--- src/design/fcrm_pkg.sv ---
// shared types, constants and the level-to-color ramp for the false color range mapper
// no dependencies; every other design file refers to this package by scoped names
package fcrm_pkg;

   localparam int SAMPLE_WIDTH = 32;
   localparam int IN_WIDTH     = 32;
   localparam int LEVEL_BITS   = 10;
   localparam int COLOR_BITS   = 8;
   localparam int STEP_BITS    = $clog2(LEVEL_BITS);
   localparam int DIV_WIDTH    = SAMPLE_WIDTH + LEVEL_BITS;
   localparam int QUEUE_DEPTH  = 2;
   localparam int QUEUE_AW     = $clog2(QUEUE_DEPTH);

   localparam logic [LEVEL_BITS-1:0] LEVEL_MAX = {LEVEL_BITS{1'b1}};
   localparam logic signed [SAMPLE_WIDTH-1:0] SAMPLE_MAXV = {1'b0, {(SAMPLE_WIDTH-1){1'b1}}};
   localparam logic signed [SAMPLE_WIDTH-1:0] SAMPLE_MINV = {1'b1, {(SAMPLE_WIDTH-1){1'b0}}};

   localparam logic [1:0] OP_CLEAR = 2'd0;
   localparam logic [1:0] OP_ACCUM = 2'd1;
   localparam logic [1:0] OP_MAP   = 2'd2;

   typedef struct packed {
      logic [1:0]                 opcode;
      logic signed [IN_WIDTH-1:0] sample;
   } req_word_type;

   typedef struct packed {
      logic [COLOR_BITS-1:0] red;
      logic [COLOR_BITS-1:0] green;
      logic [COLOR_BITS-1:0] blue;
      logic [LEVEL_BITS-1:0] level;
   } rsp_word_type;

   // forced jobs carry their final level, the rest carry offset and span for the divider
   typedef struct packed {
      logic                    forced;
      logic [LEVEL_BITS-1:0]   level;
      logic [SAMPLE_WIDTH-1:0] offset;
      logic [SAMPLE_WIDTH-1:0] span;
   } map_job_type;

   typedef struct packed {
      logic full;
      logic empty;
   } queue_status_type;

   typedef enum logic [1:0] {
      BACK_IDLE,
      BACK_LOAD,
      BACK_DIVIDE,
      BACK_DONE
   } back_state_type;

   // blue -> cyan -> green -> yellow -> red, one 256-step ramp per quarter
   function automatic rsp_word_type level_to_color(input logic [LEVEL_BITS-1:0] level);
      rsp_word_type          c;
      logic [COLOR_BITS-1:0] low;
      low     = level[COLOR_BITS-1:0];
      c.level = level;
      case (level[LEVEL_BITS-1:COLOR_BITS])
         2'd0: begin
            c.red   = '0;
            c.green = low;
            c.blue  = '1;
         end
         2'd1: begin
            c.red   = '0;
            c.green = '1;
            c.blue  = ~low;
         end
         2'd2: begin
            c.red   = low;
            c.green = '1;
            c.blue  = '0;
         end
         default: begin
            c.red   = '1;
            c.green = ~low;
            c.blue  = '0;
         end
      endcase
      return c;
   endfunction

endpackage

--- src/design/false_color_range_mapper.sv ---
// top level of the false color range mapper: front end, job queue and divider back end
// depends on fcrm_pkg, fcrm_front, fcrm_queue and fcrm_back
//
// Usage:
//   req_valid/req_ready/req_data carry one word each: an opcode and a signed sample.
//   clear resets the running range, accumulate widens it with the sample, map turns
//   the sample into a 10-bit level and a blue-to-red color; unused opcodes are dropped.
//   Only map words produce a rsp word, on rsp_valid/rsp_ready/rsp_data.
//   Clear and accumulate words pass the front end back to back.
//   A map word whose level needs the divider goes through the back end as a queue
//   pop, a setup step, ten restoring divide steps and a result write; a forced
//   level (empty or single-value range, sample at or beyond an end) goes from the
//   queue pop straight to the result write.
//   The bit-serial divider finishes one map word before it pops the next job.
//   A two-entry job queue lets the front end keep taking words while the divider
//   works; when rsp_ready is low the result register holds, the back end waits, and
//   once the queue fills a held map word drops req_ready until a slot frees.
//   Reset empties the pipeline and sets the range to empty (low at the most positive,
//   high at the most negative value).
module false_color_range_mapper (
   input  logic                   clock,
   input  logic                   reset,
   input  logic                   req_valid,
   output logic                   req_ready,
   input  fcrm_pkg::req_word_type req_data,
   output logic                   rsp_valid,
   input  logic                   rsp_ready,
   output fcrm_pkg::rsp_word_type rsp_data
);

   fcrm_pkg::queue_status_type queue_status;
   fcrm_pkg::map_job_type      push_job;
   fcrm_pkg::map_job_type      head_job;
   logic                       queue_push;
   logic                       queue_pop;

   fcrm_front u_front (
      .clock        (clock),
      .reset        (reset),
      .req_valid    (req_valid),
      .req_ready    (req_ready),
      .req_data     (req_data),
      .queue_status (queue_status),
      .push         (queue_push),
      .job          (push_job)
   );

   fcrm_queue u_queue (
      .clock        (clock),
      .reset        (reset),
      .push         (queue_push),
      .push_job     (push_job),
      .pop          (queue_pop),
      .head_job     (head_job),
      .queue_status (queue_status)
   );

   fcrm_back u_back (
      .clock        (clock),
      .reset        (reset),
      .queue_status (queue_status),
      .head_job     (head_job),
      .pop          (queue_pop),
      .rsp_valid    (rsp_valid),
      .rsp_ready    (rsp_ready),
      .rsp_data     (rsp_data)
   );

   // front end never pushes into a full queue, back end never pops an empty one
   assert property (@(posedge clock) disable iff (reset)
      queue_push |-> !queue_status.full)
      else $error("push into full job queue");

   assert property (@(posedge clock) disable iff (reset)
      queue_pop |-> !queue_status.empty)
      else $error("pop from empty job queue");

   // color must match the reported level
   assert property (@(posedge clock) disable iff (reset)
      rsp_valid |-> (rsp_data == fcrm_pkg::level_to_color(rsp_data.level)))
      else $error("color does not match level");

   assert property (@(posedge clock)
      reset |=> !rsp_valid)
      else $error("result valid right after reset");

endmodule

--- src/design/fcrm_front.sv ---
// front end: holds one request word, keeps the running range and classifies map words
// depends on fcrm_pkg
module fcrm_front (
   input  logic                       clock,
   input  logic                       reset,
   input  logic                       req_valid,
   output logic                       req_ready,
   input  fcrm_pkg::req_word_type     req_data,
   input  fcrm_pkg::queue_status_type queue_status,
   output logic                       push,
   output fcrm_pkg::map_job_type      job
);

   logic                                    held_valid_ff, held_valid_in;
   fcrm_pkg::req_word_type                  held_ff, held_in;
   logic signed [fcrm_pkg::SAMPLE_WIDTH-1:0] range_low_ff, range_low_in;
   logic signed [fcrm_pkg::SAMPLE_WIDTH-1:0] range_high_ff, range_high_in;
   logic signed [fcrm_pkg::SAMPLE_WIDTH-1:0] value;
   logic                                    map_word;
   logic                                    go;
   logic                                    take;

   always_comb begin
      value    = fcrm_pkg::SAMPLE_WIDTH'(held_ff.sample);
      map_word = (held_ff.opcode == fcrm_pkg::OP_MAP);
      go       = held_valid_ff && (!map_word || !queue_status.full);
      push     = held_valid_ff && map_word && !queue_status.full;
      req_ready = !held_valid_ff || go;
      take     = req_valid && req_ready;

      held_in       = take ? req_data : held_ff;
      held_valid_in = take || (held_valid_ff && !go);

      // snapshot of the range as it stands for this word
      job.span   = range_high_ff - range_low_ff;
      job.offset = value - range_low_ff;
      if (range_high_ff <= range_low_ff || value <= range_low_ff) begin
         job.forced = 1'b1;
         job.level  = '0;
      end else if (value >= range_high_ff) begin
         job.forced = 1'b1;
         job.level  = fcrm_pkg::LEVEL_MAX;
      end else begin
         job.forced = 1'b0;
         job.level  = '0;
      end

      range_low_in  = range_low_ff;
      range_high_in = range_high_ff;
      if (go) begin
         case (held_ff.opcode)
            fcrm_pkg::OP_CLEAR: begin
               range_low_in  = fcrm_pkg::SAMPLE_MAXV;
               range_high_in = fcrm_pkg::SAMPLE_MINV;
            end
            fcrm_pkg::OP_ACCUM: begin
               if (value < range_low_ff) range_low_in = value;
               if (value > range_high_ff) range_high_in = value;
            end
            default: begin
            end
         endcase
      end
   end

   always_ff @(posedge clock) begin
      if (reset) begin
         held_valid_ff <= 1'b0;
         range_low_ff  <= fcrm_pkg::SAMPLE_MAXV;
         range_high_ff <= fcrm_pkg::SAMPLE_MINV;
      end else begin
         held_valid_ff <= held_valid_in;
         range_low_ff  <= range_low_in;
         range_high_ff <= range_high_in;
      end
   end

   always_ff @(posedge clock) begin
      held_ff <= held_in;
   end

endmodule

--- src/design/fcrm_queue.sv ---
// short job queue between the front end and the divider back end
// depends on fcrm_pkg
module fcrm_queue (
   input  logic                       clock,
   input  logic                       reset,
   input  logic                       push,
   input  fcrm_pkg::map_job_type      push_job,
   input  logic                       pop,
   output fcrm_pkg::map_job_type      head_job,
   output fcrm_pkg::queue_status_type queue_status
);

   fcrm_pkg::map_job_type              entries_ff [fcrm_pkg::QUEUE_DEPTH];
   logic [fcrm_pkg::QUEUE_AW-1:0]      wr_ptr_ff, wr_ptr_in;
   logic [fcrm_pkg::QUEUE_AW-1:0]      rd_ptr_ff, rd_ptr_in;
   logic [fcrm_pkg::QUEUE_AW:0]        count_ff, count_in;
   logic                               do_push;
   logic                               do_pop;

   always_comb begin
      queue_status.full  = (count_ff == (fcrm_pkg::QUEUE_AW + 1)'(fcrm_pkg::QUEUE_DEPTH));
      queue_status.empty = (count_ff == '0);
      do_push  = push && !queue_status.full;
      do_pop   = pop && !queue_status.empty;
      head_job = entries_ff[rd_ptr_ff];

      wr_ptr_in = do_push ? wr_ptr_ff + 1'b1 : wr_ptr_ff;
      rd_ptr_in = do_pop ? rd_ptr_ff + 1'b1 : rd_ptr_ff;
      count_in  = count_ff;
      if (do_push && !do_pop) count_in = count_ff + 1'b1;
      if (do_pop && !do_push) count_in = count_ff - 1'b1;
   end

   always_ff @(posedge clock) begin
      if (reset) begin
         wr_ptr_ff <= '0;
         rd_ptr_ff <= '0;
         count_ff  <= '0;
      end else begin
         wr_ptr_ff <= wr_ptr_in;
         rd_ptr_ff <= rd_ptr_in;
         count_ff  <= count_in;
      end
   end

   always_ff @(posedge clock) begin
      if (do_push) begin
         entries_ff[wr_ptr_ff] <= push_job;
      end
   end

endmodule

--- src/design/fcrm_back.sv ---
// back end: restoring divider for the level, color ramp lookup and the result register
// depends on fcrm_pkg
module fcrm_back (
   input  logic                       clock,
   input  logic                       reset,
   input  fcrm_pkg::queue_status_type queue_status,
   input  fcrm_pkg::map_job_type      head_job,
   output logic                       pop,
   output logic                       rsp_valid,
   input  logic                       rsp_ready,
   output fcrm_pkg::rsp_word_type     rsp_data
);

   fcrm_pkg::back_state_type            state_ff, state_in;
   logic [fcrm_pkg::SAMPLE_WIDTH-1:0]   offset_ff, offset_in;
   logic [fcrm_pkg::SAMPLE_WIDTH-1:0]   span_ff, span_in;
   logic [fcrm_pkg::SAMPLE_WIDTH-1:0]   rem_ff, rem_in;
   logic [fcrm_pkg::LEVEL_BITS-1:0]     shift_ff, shift_in;
   logic [fcrm_pkg::STEP_BITS-1:0]      step_ff, step_in;
   logic                                rsp_valid_ff, rsp_valid_in;
   fcrm_pkg::rsp_word_type              rsp_data_ff, rsp_data_in;
   logic [fcrm_pkg::DIV_WIDTH-1:0]      dividend;
   logic [fcrm_pkg::SAMPLE_WIDTH:0]     trial;
   logic                                fits;

   always_comb begin
      state_in     = state_ff;
      offset_in    = offset_ff;
      span_in      = span_ff;
      rem_in       = rem_ff;
      shift_in     = shift_ff;
      step_in      = step_ff;
      rsp_valid_in = rsp_valid_ff && !rsp_ready;
      rsp_data_in  = rsp_data_ff;
      pop          = 1'b0;

      // offset * 1023 as offset * 1024 - offset
      dividend = {offset_ff, {fcrm_pkg::LEVEL_BITS{1'b0}}}
                 - fcrm_pkg::DIV_WIDTH'(offset_ff);
      trial    = {rem_ff, shift_ff[fcrm_pkg::LEVEL_BITS-1]};
      fits     = (trial >= {1'b0, span_ff});

      case (state_ff)
         fcrm_pkg::BACK_IDLE: begin
            if (!queue_status.empty) begin
               pop       = 1'b1;
               offset_in = head_job.offset;
               span_in   = head_job.span;
               shift_in  = head_job.level;
               state_in  = head_job.forced ? fcrm_pkg::BACK_DONE : fcrm_pkg::BACK_LOAD;
            end
         end
         fcrm_pkg::BACK_LOAD: begin
            // upper part is below span because the quotient stays under 1024
            rem_in   = dividend[fcrm_pkg::DIV_WIDTH-1:fcrm_pkg::LEVEL_BITS];
            shift_in = dividend[fcrm_pkg::LEVEL_BITS-1:0];
            step_in  = fcrm_pkg::STEP_BITS'(fcrm_pkg::LEVEL_BITS - 1);
            state_in = fcrm_pkg::BACK_DIVIDE;
         end
         fcrm_pkg::BACK_DIVIDE: begin
            // dividend bits shift out the top while quotient bits shift in below
            rem_in   = fits ? fcrm_pkg::SAMPLE_WIDTH'(trial - {1'b0, span_ff})
                            : trial[fcrm_pkg::SAMPLE_WIDTH-1:0];
            shift_in = {shift_ff[fcrm_pkg::LEVEL_BITS-2:0], fits};
            step_in  = step_ff - 1'b1;
            if (step_ff == '0) state_in = fcrm_pkg::BACK_DONE;
         end
         fcrm_pkg::BACK_DONE: begin
            if (!rsp_valid_ff || rsp_ready) begin
               rsp_valid_in = 1'b1;
               rsp_data_in  = fcrm_pkg::level_to_color(shift_ff);
               state_in     = fcrm_pkg::BACK_IDLE;
            end
         end
         default: begin
            state_in = fcrm_pkg::BACK_IDLE;
         end
      endcase

      rsp_valid = rsp_valid_ff;
      rsp_data  = rsp_data_ff;
   end

   always_ff @(posedge clock) begin
      if (reset) begin
         state_ff     <= fcrm_pkg::BACK_IDLE;
         step_ff      <= '0;
         rsp_valid_ff <= 1'b0;
      end else begin
         state_ff     <= state_in;
         step_ff      <= step_in;
         rsp_valid_ff <= rsp_valid_in;
      end
   end

   always_ff @(posedge clock) begin
      offset_ff   <= offset_in;
      span_ff     <= span_in;
      rem_ff      <= rem_in;
      shift_ff    <= shift_in;
      rsp_data_ff <= rsp_data_in;
   end

endmodule
--- config.mk ---
export PLATFORM = sky130hd
export DESIGN_NAME = false_color_range_mapper
export DESIGN_NICKNAME = d
export VERILOG_FILES = /design/src/design/fcrm_pkg.sv /design/src/design/false_color_range_mapper.sv /design/src/design/fcrm_front.sv /design/src/design/fcrm_queue.sv /design/src/design/fcrm_back.sv
export SDC_FILE = /design/constraint.sdc
export NUM_CORES = 1
export LEC_CHECK = 0
export BUFFER_PORTS_ARGS = -buffer_cell sky130_fd_sc_hd__buf_2
export CORE_ASPECT_RATIO = 1.1
export CORE_MARGIN = 2
export CORE_UTILIZATION = 40
export CTS_CLUSTER_DIAMETER = 40
export CTS_CLUSTER_SIZE = 14
export DETAILED_ROUTE_END_ITERATION = 8
export SYNTH_ARGS = -nofsm -noshare
export SYNTH_HDL_FRONTEND = slang
export SYNTH_SLANG_ARGS = --single-unit
--- constraint.sdc ---
create_clock -name clock -period 4.3 [get_ports clock]
set_input_delay 0 -clock clock [delete_from_list [all_inputs] [get_ports clock]]
set_output_delay 0 -clock clock [all_outputs]
set_load 0.005 [all_outputs]
; ---- Word level (Yosys, flattened, before mapping)
; Memories as Yosys holds them, arrays and structs flattened. A register that Yosys moved wholly into a read port is not among the register bits.
; Cells that the tools add are included.
[word_totals]
in_bits = 38
ff_bits = 250
mem_count = 1
ramBits = 150
[mem_list]
columns = memory, words, word_bits, read_ports, rd_ports_with_merged_regs, wr, line
row1 = u_queue.entries_ff, 2, 75, 1, 1, 1, fcrm_queue.sv:13  ; fcrm_pkg::map_job_type entries_ff [fcrm_pkg::QUEUE_DEPTH];
[op_classes]
n_addsub = 9
reduce_logical = 39
muxes = 27
eq_ne = 13
n_bitwise = 2
order_cmp = 6
[ops]
columns = cell, count
row1 = $pmux 32 s2, 3
row2 = $mux 32, 3
row3 = $sub 32x32->32, 3
row4 = $pmux 24 s3, 1
row5 = $le 32x32->1, 2
row6 = $sub 42x32->42, 1
row7 = $ge 33x32->1, 1
row8 = $ge 32x32->1, 1
row9 = $gt 32x32->1, 1
row10 = $lt 32x32->1, 1
row11 = $pmux 10 s3, 1
row12 = $mux 11, 2
row13 = $mux 2, 6
row14 = $eq 2x2->1 const B, 5
row15 = $logic_and 1x1->1, 10
row16 = $mux 10, 1
row17 = $logic_not 1->1, 9
row18 = $reduce_and 3->1, 3
row19 = $logic_not 2->1, 4
row20 = $mux 1, 8
row21 = $ne 2x1->1 const B, 4
row22 = $not 8->8, 1
row23 = $pmux 2 s4, 1
row24 = $pmux 4 s2, 1
row25 = 12 further kinds, 23

; ---- Depth between registers and ports, before layout
; Gate-level depths: netlist of run 1.
[logic_depth]
word_depth = 8
depth_mapped = 16
ltp_nobuf = 14

; ---- By module
; From an unflattened synthesis of run 1, not the netlist that was laid out.
[unflattened]
cells_unflattened = 2185
hier_area_um2 = 23533.8
[modules_own_cells]
columns = mod, area_each_um2, n_inst, seq_area_each_um2, cells_per_inst
row1 = fcrm_back, 9409.0, 1, 4344.2, 921
row2 = fcrm_front, 8511.9, 1, 2322.2, 1005
row3 = fcrm_queue, 5612.9, 1, 4604.4, 259

; ---- Worst setup path after synthesis of run 1
; Ideal clock, no wire load.
[synth_path]
path_kind = register to register
start = reg u_back.state_ff[0]
end = reg u_queue.count_ff[1] (netlist bit)
required_time_ps = 4229
arrival_ps = 4658
setup_slack_ps = -428
setup_time_ps = 71
path_stages_with_launch = 7
path_buffers = 0
cell_sequence = dfxtp_1 -> inv_1 -> ha_1 -> nor2b_1 -> ha_1 -> or3_1 -> a21oi_1
[synth_between]
elab_chain_len = 6
elab_cells_between_ends = 8
[synth_rtl]
columns = element, line
row1 = start: declaration, fcrm_back.sv:14  ; fcrm_pkg::back_state_type state_ff, state_in;
row2 = start signal: assignment, fcrm_back.sv:86  ; state_ff <= fcrm_pkg::BACK_IDLE;
row3 = start signal: assignment, fcrm_back.sv:90  ; state_ff <= state_in;
row4 = $logic_not 2->1 *, fcrm_back.sv:43  ; case (state_ff)
row5 = $mux 1 *, fcrm_back.sv:43
row6 = via queue_pop, false_color_range_mapper.sv:35  ; logic queue_pop;
row7 = $logic_and 1x1->1 *, fcrm_queue.sv:24  ; do_pop = pop && !queue_status.empty;
row8 = $logic_not 1->1, fcrm_queue.sv:30  ; if (do_push && !do_pop) count_in = count_ff + 1'b1;
row9 = $logic_and 1x1->1, fcrm_queue.sv:30
row10 = $reduce_bool 2->1 (no line), n/a
row11 = end signal: assignment, fcrm_queue.sv:42  ; count_ff <= count_in;
row12 = end: declaration, fcrm_queue.sv:16  ; logic [fcrm_pkg::QUEUE_AW:0] count_ff, count_in;
; The timed path passes the listed nets; every way through them passes the cells marked *.
; A chain may end at the register's enable or synchronous reset.

; ---- Worst setup path after layout of run 1
[layout_path]
start = reg u_front.held_ff, in the netlist u_front.value[0]
end = reg u_front.range_low_ff[31] (netlist bit)
[layout_between]
elab_chain_len = 3
[layout_rtl]
columns = element, line
row1 = start: declaration, fcrm_front.sv:15  ; fcrm_pkg::req_word_type held_ff, held_in;
row2 = start signal: assignment, fcrm_front.sv:79  ; held_ff <= held_in;
row3 = $lt 32x32->1, fcrm_front.sv:57  ; if (value < range_low_ff) range_low_in = value;
row4 = $ne 2x1->1 (no line), n/a
row5 = $reduce_and 3->1 (no line), n/a
row6 = end signal: assignment, fcrm_front.sv:69  ; range_low_ff <= fcrm_pkg::SAMPLE_MAXV;
row7 = end signal: assignment, fcrm_front.sv:73  ; range_low_ff <= range_low_in;
row8 = end: declaration, fcrm_front.sv:16  ; logic signed [fcrm_pkg::SAMPLE_WIDTH-1:0] range_low_ff, range_low_in;
; No other way between the ends.

==> metrics, run 1 <==
FP Rows=88; Mapped Nets=2084; Total Wirelength=47000 um; kind of critical path=flop to flop; Die X=223 um; Min-Delay Endpoint=u_front.value[10]; cells along the critical path=inv_1, ha_1, inv_1, fa_1, a21o_1, a21oi_2, o21ai_1, a211o_1, o31a_1, o21a_1, a21o_1, a21boi_0, or2_2, o22ai_1; Avg Inst Size Synth=11.2 um^2; unrepaired setup endpoints after global routing=no; CTS Buf Count=52; grt ovf=0; total power=14.1 mW; Ys Warns=0; critical path startpoint category=flop; Layout area overhead=15.3%; Seq/Total Area, Yosys=51.0%; FF/Latch Area=10700 um^2; Max Cap Viol=0; DR vias/cell=5.25; Worst R2R Setup Slack=570 ps; largest net degree at the start of global routing=67; Top FF cell, synth=edfxtp_1; Tmin final=3730 ps; DR WL/cell=17.3 um; Arrival @ worst endpoint=4160 ps; Hold/Removal Path Class=input port to flop; relative slew slack=29.3%; library cells used by synthesis=74; layout cells sized above 1=13.4%; number of synthesized flops with an enable pin=306; r2r startpoint=u_front.value[0]; top cells by count, synth=edfxtp_1, inv_1, ha_1, a21oi_1, nor2_1; clk_lat worst skew=600 ps; Starting Density=40.3%; antenna violations before repair=0; Max rail drop VDD=0.000270 V; hold path cells=2; clock slew at reported path FFs=60 ps; Initial DRC Count=892; Post-CTS Resized=0; Clock Tree Buf Depth=3; power per cell area=580 nW/um^2; Die Ht=245 um; final hold violations=0; Max Fclk=0.268 GHz; peak fanout along the critical path=32; Ports=74; Root Driver=clkbuf_16; post-synth top area share=43.7%; Seq cells post-synth=383; gp weighted congestion=0.902; via count=14.3k; core box area=52200 um^2; setup TNS=0 ps; vias in the first global route=14.5k; status=finished, final reports clean; # setup viols final=0; CTS tree=done; Total Die Area=54400 um^2; Crit path buffers/inverters=2; Critical Path Sink Type=flop; # nets final=2214; cell count after synthesis=1880; Tcrit/Tclk final=86.8%; total clock sinks=383; Max Slew Vio Count=0; clock skew=34.7 ps; Mapped Area=21000 um^2; DRC viols=0; Pre-antenna DRT Iters=5; most area-hungry cell type in the Yosys netlist=edfxtp_1; area of the multi-input gates=9420 um^2; Port Buffers=73; Filler cells=4807; cells on worst reg2reg path=14; post-DP HPWL=35200 um; max incr delay on CP=540 ps; Worst R2R End=u_front.range_low_ff[31]; synth top area cells=edfxtp_1, ha_1, dfxtp_1; DRT antenna net count=0; delay-heaviest family, CP=compound AO/OA/AOI/OAI gates; Worst Path Required=4720 ps; Worst Hold Launch=req_data[10]; H-Tree Depth=2; Worst path slowest cell=or2_2; GRT Overall Usage=17.4%; count leader, synth=edfxtp_1; Antenna diodes=0; Leak=9.87 nW; first-pass GRT wire length=75700 um; Slew @ Worst Pin=1060 ps; Post-synth ARST share=0%
report_power, final:
group	internal, mW	switching [mW]	total (mW)
clock network	2.31	1.77	4.08
registers	4.82	0.392	5.21
logic	2.02	2.76	4.78
total	9.15	4.92	14.1
through the flow:
stage          cell area (um^2)  hold WS [ps]  setup WS (ps)  cells  util [%]
5_1_grt                   24300           110            295   2726      46.5
6_report                  24300           125            567   2726      46.5
3_3_place_gp              22200           177            329   2590      42.5
2_1_floorplan             21000          98.9            321   1880         -
3_5_place_dp              22200           178            246   2590      42.5
4_1_cts                   24200          86.9            177   2724      46.5
how the worst max path moves through the flow:
stage / from / endpoint / slack [ps] / depth (start not counted)
2_1_floorplan: u_front.held_ff[32] / u_queue.entries_ff[0][0] / 320 / 3
3_3_place_gp: u_back.rem_ff[8] / u_back.rem_ff[20] / 330 / 11
3_5_place_dp: u_back.rem_ff[8] / u_back.rem_ff[28] / 250 / 12
4_1_cts: u_back.rem_ff[8] / u_back.rem_ff[28] / 180 / 12
5_1_grt: u_front.value[0] / u_front.range_low_ff[31] / 300 / 14
6_report: u_front.value[0] / u_front.range_low_ff[31] / 570 / 14
cells by family after synthesis:
group | share of synthesized area [%]
AO/OA/AOI/OAI | 16.8
XOR/XNOR | 5.08
adder cells (fa/ha/maj) | 9.98
buffers and inverters | 4.41
flip-flops | 51.0
multiplexers | 4.18
AND/OR/NAND/NOR | 8.53
cell usage in the layout, fill, tap and decap left out, types with 73 or more instances in the layout:
cell      instances
inv_1           179
xnor2_1          78
dfxtp_1          76
nand2_1          83
o21ai_0          84
nor2_1          110
edfxtp_1        306
buf_2            73
a21oi_1         141
ha_1            162
sequential cells by signal, indices dropped and copies added, names as in the netlist, 10 cells and up, named ones only:
| name | count |
|---|---|
| u_back.offset_ff | 32 |
| u_back.rem_ff | 32 |
| u_back.rsp_data | 34 |
| u_back.shift_ff | 10 |
| u_back.span_ff | 32 |
| u_front.range_high_ff | 32 |
| u_front.range_low_ff | 32 |
| u_front.value | 32 |
| u_queue.entries_ff | 132 |
metal layers:
layer,routed length (um),GRT usage [%]
met5,0,0
met4,1860,7.54
met3,1550,2.64
met2,22100,29.4
met1,21500,22.2
repair_timing:
item	CTS	global route
hold buffers	39	0
endpoints found under the hold margin	47	0
endpoints found under the setup margin	0	8
buffers inserted	0	2
final cells by class:
cell class	instances	share of cell area (%)
Clock inverter	41	1.55
Sequential cell	383	44.2
Multi-Input combinational cell	1261	38.8
Inverter	180	2.79
Timing Repair Buffer	132	3.73
Clock buffer	54	5.39
Tap cell	675	3.48
Power figures use the tool's default switching activity.
==> inputs of run 2 (changes only) <==
CORE_MARGIN = 10   (was 2)
==> run 2 against run 1 <==
Against the previous run:
- clock skew decreased by 17 ps
- hold slack got worse by 12 ps
- power increased by 3.4%
- largest cell class unchanged
==> metrics, run 2 (synthesized netlist as in run 1, its figures left out) <==
Post-CTS Resized=0; Leak=9.97 nW; unrepaired setup endpoints after global routing=no; antenna violations before repair=0; met3 GRT Util=2.22%; clock slew at reported path FFs=60 ps; Worst Path Required=4610 ps; via count=14.4k; Initial DRC Count=874; # nets final=2212; Arrival @ worst endpoint=4240 ps; largest net degree at the start of global routing=67; power per cell area=596 nW/um^2; peak fanout along the critical path=23; worst setup margin=368 ps; Finished Core Util=46.7%; status=finished, final reports clean; clk_lat worst skew=590 ps; Ports=74; Die Ht=261 um; DRT antenna net count=0; DR WL/cell=17.6 um; FP Rows=88; most frequent cells in the layout=edfxtp_1, inv_1, ha_1; setup TNS=0 ps; vias in the first global route=14.3k; Max Slew Vio Count=0; Largest Register=u_queue.entries_ff; layout cells sized above 1=13.5%; busiest layer in global routing=met2; Critical Path Sink Type=flop; gp weighted congestion=0.903; met1 Usage GRT=19.2%; CTS tree=done; # setup viols final=0; final hold violations=0; Port Buffers=73; Tcrit/Tclk final=91.4%; max reg flops=132; relative slew slack=26.3%; Hold/Removal Path Class=input port to flop; core box area=52300 um^2; GR Util met2=25.7%; DRC viols=0; Max Fclk=0.254 GHz; first-pass GRT wire length=76100 um; DP Worst Slack=388 ps; grt ovf=0; total power=14.6 mW; commonest non-fill, non-tap cell in the layout=edfxtp_1; Tmin final=3930 ps; Slew @ Worst Pin=1110 ps; CTS Buf Count=53; Max Cap Viol=0; post-DP HPWL=35400 um; Die X=239 um; Pre-antenna DRT Iters=7; Root Driver=clkbuf_16; total clock sinks=383; clock skew=17.8 ps; Layout area overhead=16.1%; Total Die Area=62200 um^2; Starting Density=40.2%; Clock Tree Buf Depth=3; critical path startpoint category=flop; DR vias/cell=5.27; kind of critical path=flop to flop; Total Wirelength=47900 um; Max rail drop VDD=0.000321 V; H-Tree Depth=2; GRT Overall Usage=15.2%; Antenna diodes=0
[run 2: cell types whose count changed in the layout (fill, tap and decap cells not counted), sizes merged]
cell and delta:
clkinvlp -6, bufinv +5, inv +1, buf -3, clkbuf +3
[run 2: cell type report]
class                      instances  area (um^2)
timing repair buffer             129          883
clock buffer                      57         1410
inverter                         180          676
fill                            4612        27900
multi-input combinational       1261         9420
clock inverter                    41          469
tap                              675          845
sequential                       383        10700
[run 2: stage by stage]
step / hold slack (ps) / area [um^2] / instances
floorplan: 98.9 / 21000 / 1880
global placement: 178 / 22200 / 2589
detailed placement: 178 / 22200 / 2589
CTS: 75.5 / 24400 / 2726
global route: 106 / 24400 / 2726
finish: 113 / 24400 / 2726
[run 2: final timing paths]
| kind | from | to | slack (ps) | depth (start not counted) |
|---|---|---|---|---|
| worst max-delay path | u_back.rem_ff[8] | u_back.rem_ff[28] | 370 | 12 |
| worst min-delay path | req_data[8] | u_front.value[8] | 110 | 2 |
| worst max register to register | u_back.rem_ff[8] | u_back.rem_ff[28] | 370 | 12 |
| worst min register to register | u_front.range_low_ff[24] | u_front.range_low_ff[24] | 460 | 1 |
[run 2: power by group]
part           total (mW)  switching, mW  internal [mW]
clock                4.53           1.78           2.75
sequential           5.23          0.406           4.82
combinational        4.80           2.79           2.01
total                14.6           4.98           9.58
[run 2: critical path, stage by stage (launching register included)]
cell and delay, ps:
edfxtp_1 390, ha_1 400, o21ai_0 180, a2111oi_2 510, nand2_1 100, a21oi_1 270
o21ai_1 120, o21a_1 180, o211ai_1 790, buf_4 380, o21ai_0 100, a21oi_1 160
a21oi_1 60
[run 2: routing by layer]
layer | wire length [um] | vias to the layer above
met2 | 22800 | 285
li1 | - | 7221
met5 | 0 | -
met1 | 21600 | 6756
met3 | 1670 | 104
met4 | 1780 | 0
[run 2: what timing repair did]
item	CTS	global route
buffers inserted	0	0
hold buffers	39	0
hold endpoints to repair	47	0
setup endpoints to repair	0	2
==> inputs of run 3 (changes only) <==
SYNTH_HIERARCHICAL = 1   (was default)
==> run 3 against run 2 <==
Against the previous run:
- worst setup slack improved by 390 ps
- global-route usage rose by 1.5 points
- highest routed layer unchanged
- non-clock buffer count grew 1
- critical endpoint is now u_queue/entries_ff[1][74]
- maximum frequency rose by 11%
==> metrics, run 3 <==
via count=16.9k; total clock sinks=401; Die X=251 um; # nets final=2488; # setup viols final=0; post-placement cell count=2937; Avg Inst Size Synth=10.8 um^2; clk_lat worst skew=590 ps; Layout area overhead=16.1%; Tcrit/Tclk final=82.4%; clock skew=28.4 ps; Max Cap Viol=0; CTS Buf Count=68; Finished Core Util=46.8%; top cells by count, synth=edfxtp_1, inv_1, a21oi_1, ha_1, nor2_1; Ys Warns=6; Max rail drop VDD=0.000339 V; largest net degree at the start of global routing=76; Max Fclk=0.282 GHz; Fin Hold WS=124 ps; library cells used by synthesis=107; critical path startpoint category=flop; peak fanout along the critical path=37; layout cells sized above 1=16.8%; cell count after synthesis=2185; H-Tree Depth=3; Seq cells post-synth=401; DRC viols=0; Max Slew Vio Count=0; DRT antenna net count=0; Total Die Area=68900 um^2; count leader, synth=edfxtp_1; Clock Tree Buf Depth=3; post-DP HPWL=43100 um; vias in the first global route=16.6k; Initial DRC Count=1126; Post-synth ARST share=0%; grt ovf=0; first-pass GRT wire length=92200 um; Seq/Total Area, Yosys=47.9%; Hold/Removal Path Class=input port to flop; post-synth top area share=41.3%; Tmin final=3540 ps; Pre-antenna DRT Iters=6; DR WL/cell=19.0 um; Root Driver=clkbuf_16; GRT Overall Usage=16.7%; core box area=58400 um^2; Starting Density=40.3%; gp weighted congestion=0.889; Slew @ Worst Pin=1060 ps; Critical Path Sink Type=flop; r2r startpoint=u_front/value[0]; max reg flops=150; Port Buffers=73; Mapped Nets=2388; commonest non-fill, non-tap cell in the layout=edfxtp_1; CTS tree=done; Final Cell Area=27300 um^2; antenna violations before repair=0; kind of critical path=flop to flop; Worst Path Required=4610 ps; number of synthesized flops with an enable pin=324; setup TNS=0 ps; Critical Path Start=u_front/value[0]; unrepaired setup endpoints after global routing=no; final hold violations=0; Leak=10.9 nW; Total Wirelength=58800 um; relative slew slack=27.8%; power per cell area=522 nW/um^2; most frequent cells in the layout=edfxtp_1, inv_1, a21oi_1; clock slew at reported path FFs=50 ps; status=finished, final reports clean; dpl cell area=24600 um^2; most area-hungry cell type in the Yosys netlist=edfxtp_1; Ports=74; Largest Register=u_queue/entries_ff; FP Rows=93; synth top area cells=edfxtp_1, ha_1, dfxtp_1; Post-CTS Resized=0; Arrival @ worst endpoint=3850 ps; Antenna diodes=0; DR vias/cell=5.44; Worst Hold Launch=req_data[8]; Die Ht=274 um; Mapped Area=23500 um^2; post-route non-filler standard cell count=3100; Top FF cell, synth=edfxtp_1
## run 3: cell types whose count changed in the layout (fill, tap and decap cells not counted), sizes merged, moves of 11 or more
cell,previous run,this run
clkbuf,57,70
or2,6,42
a31oi,9,47
o22a,31,0
or3,10,38
a21oi,143,171
mux2i,9,29
a22oi,1,12
o32ai,0,31
nor2,112,146
edfxtp,306,324
o21ai,92,75
nor3,23,34
## run 3: path summary, 6_finish.rpt
check | cells after the start | endpoint | slack [ps]
setup / recovery | 12 | u_queue/entries_ff[1][74] | 760
hold / removal | 2 | u_front/value[8] | 120
setup reg to reg | 12 | u_queue/entries_ff[1][74] | 760
hold reg to reg | 2 | u_queue/wr_ptr_ff | 500
## run 3: kinds of logic after synthesis
logic type	synth area share (%)
fa+ha+maj	8.87
compound gates	17.6
flops	47.9
xor+xnor	4.09
simple gates	11.5
buf+inv	5.11
mux	4.97
## run 3: through the flow
stage,setup WS [ps],power [mW]
finish,758,14.3
global route,564,15.0
CTS,711,14.4
detailed placement,708,8.69
global placement,717,8.65
floorplan,828,7.82
## run 3: routing by layer
layer | share of wire [%] | global-route usage [%] | wire [um]
met2 | 47 | 27.5 | 27600
met5 | 0 | 0 | 0
met4 | 3.1 | 6.73 | 1850
met3 | 3.9 | 2.50 | 2290
met1 | 46 | 21.7 | 27000
## run 3: cell type report
| class | count | area (um^2) |
|---|---|---|
| Inverter | 185 | 694 |
| Clock buffer | 70 | 1720 |
| Clock inverter | 55 | 677 |
| Tap cell | 760 | 951 |
| Multi-Input combinational cell | 1499 | 11100 |
| Timing Repair Buffer | 130 | 926 |
| Fill cell | 5357 | 31100 |
| Sequential cell | 401 | 11300 |
## run 3: worst max-delay path, cell delays in order (launching register included)
cell,delay [ps]
edfxtp_1,360
inv_1,80
ha_1,250
fa_1,420
and2b_1,230
o211ai_1,90
a21boi_1,250
o21bai_1,130
nand2_1,230
a2111oi_4,120
buf_4,300
o21a_1,250
or4_1,540
## run 3: what timing repair did
action | CTS | global route
hold endpoints to repair | 41 | 0
buffers inserted | 0 | 0
hold buffers | 38 | 0
## run 3: report_power, final
group	internal [mW]	switching [mW]	total (mW)
Combinational	1.45	2.20	3.65
Clock	3.51	2.09	5.60
Sequential	4.75	0.284	5.03
Total	9.71	4.57	14.3
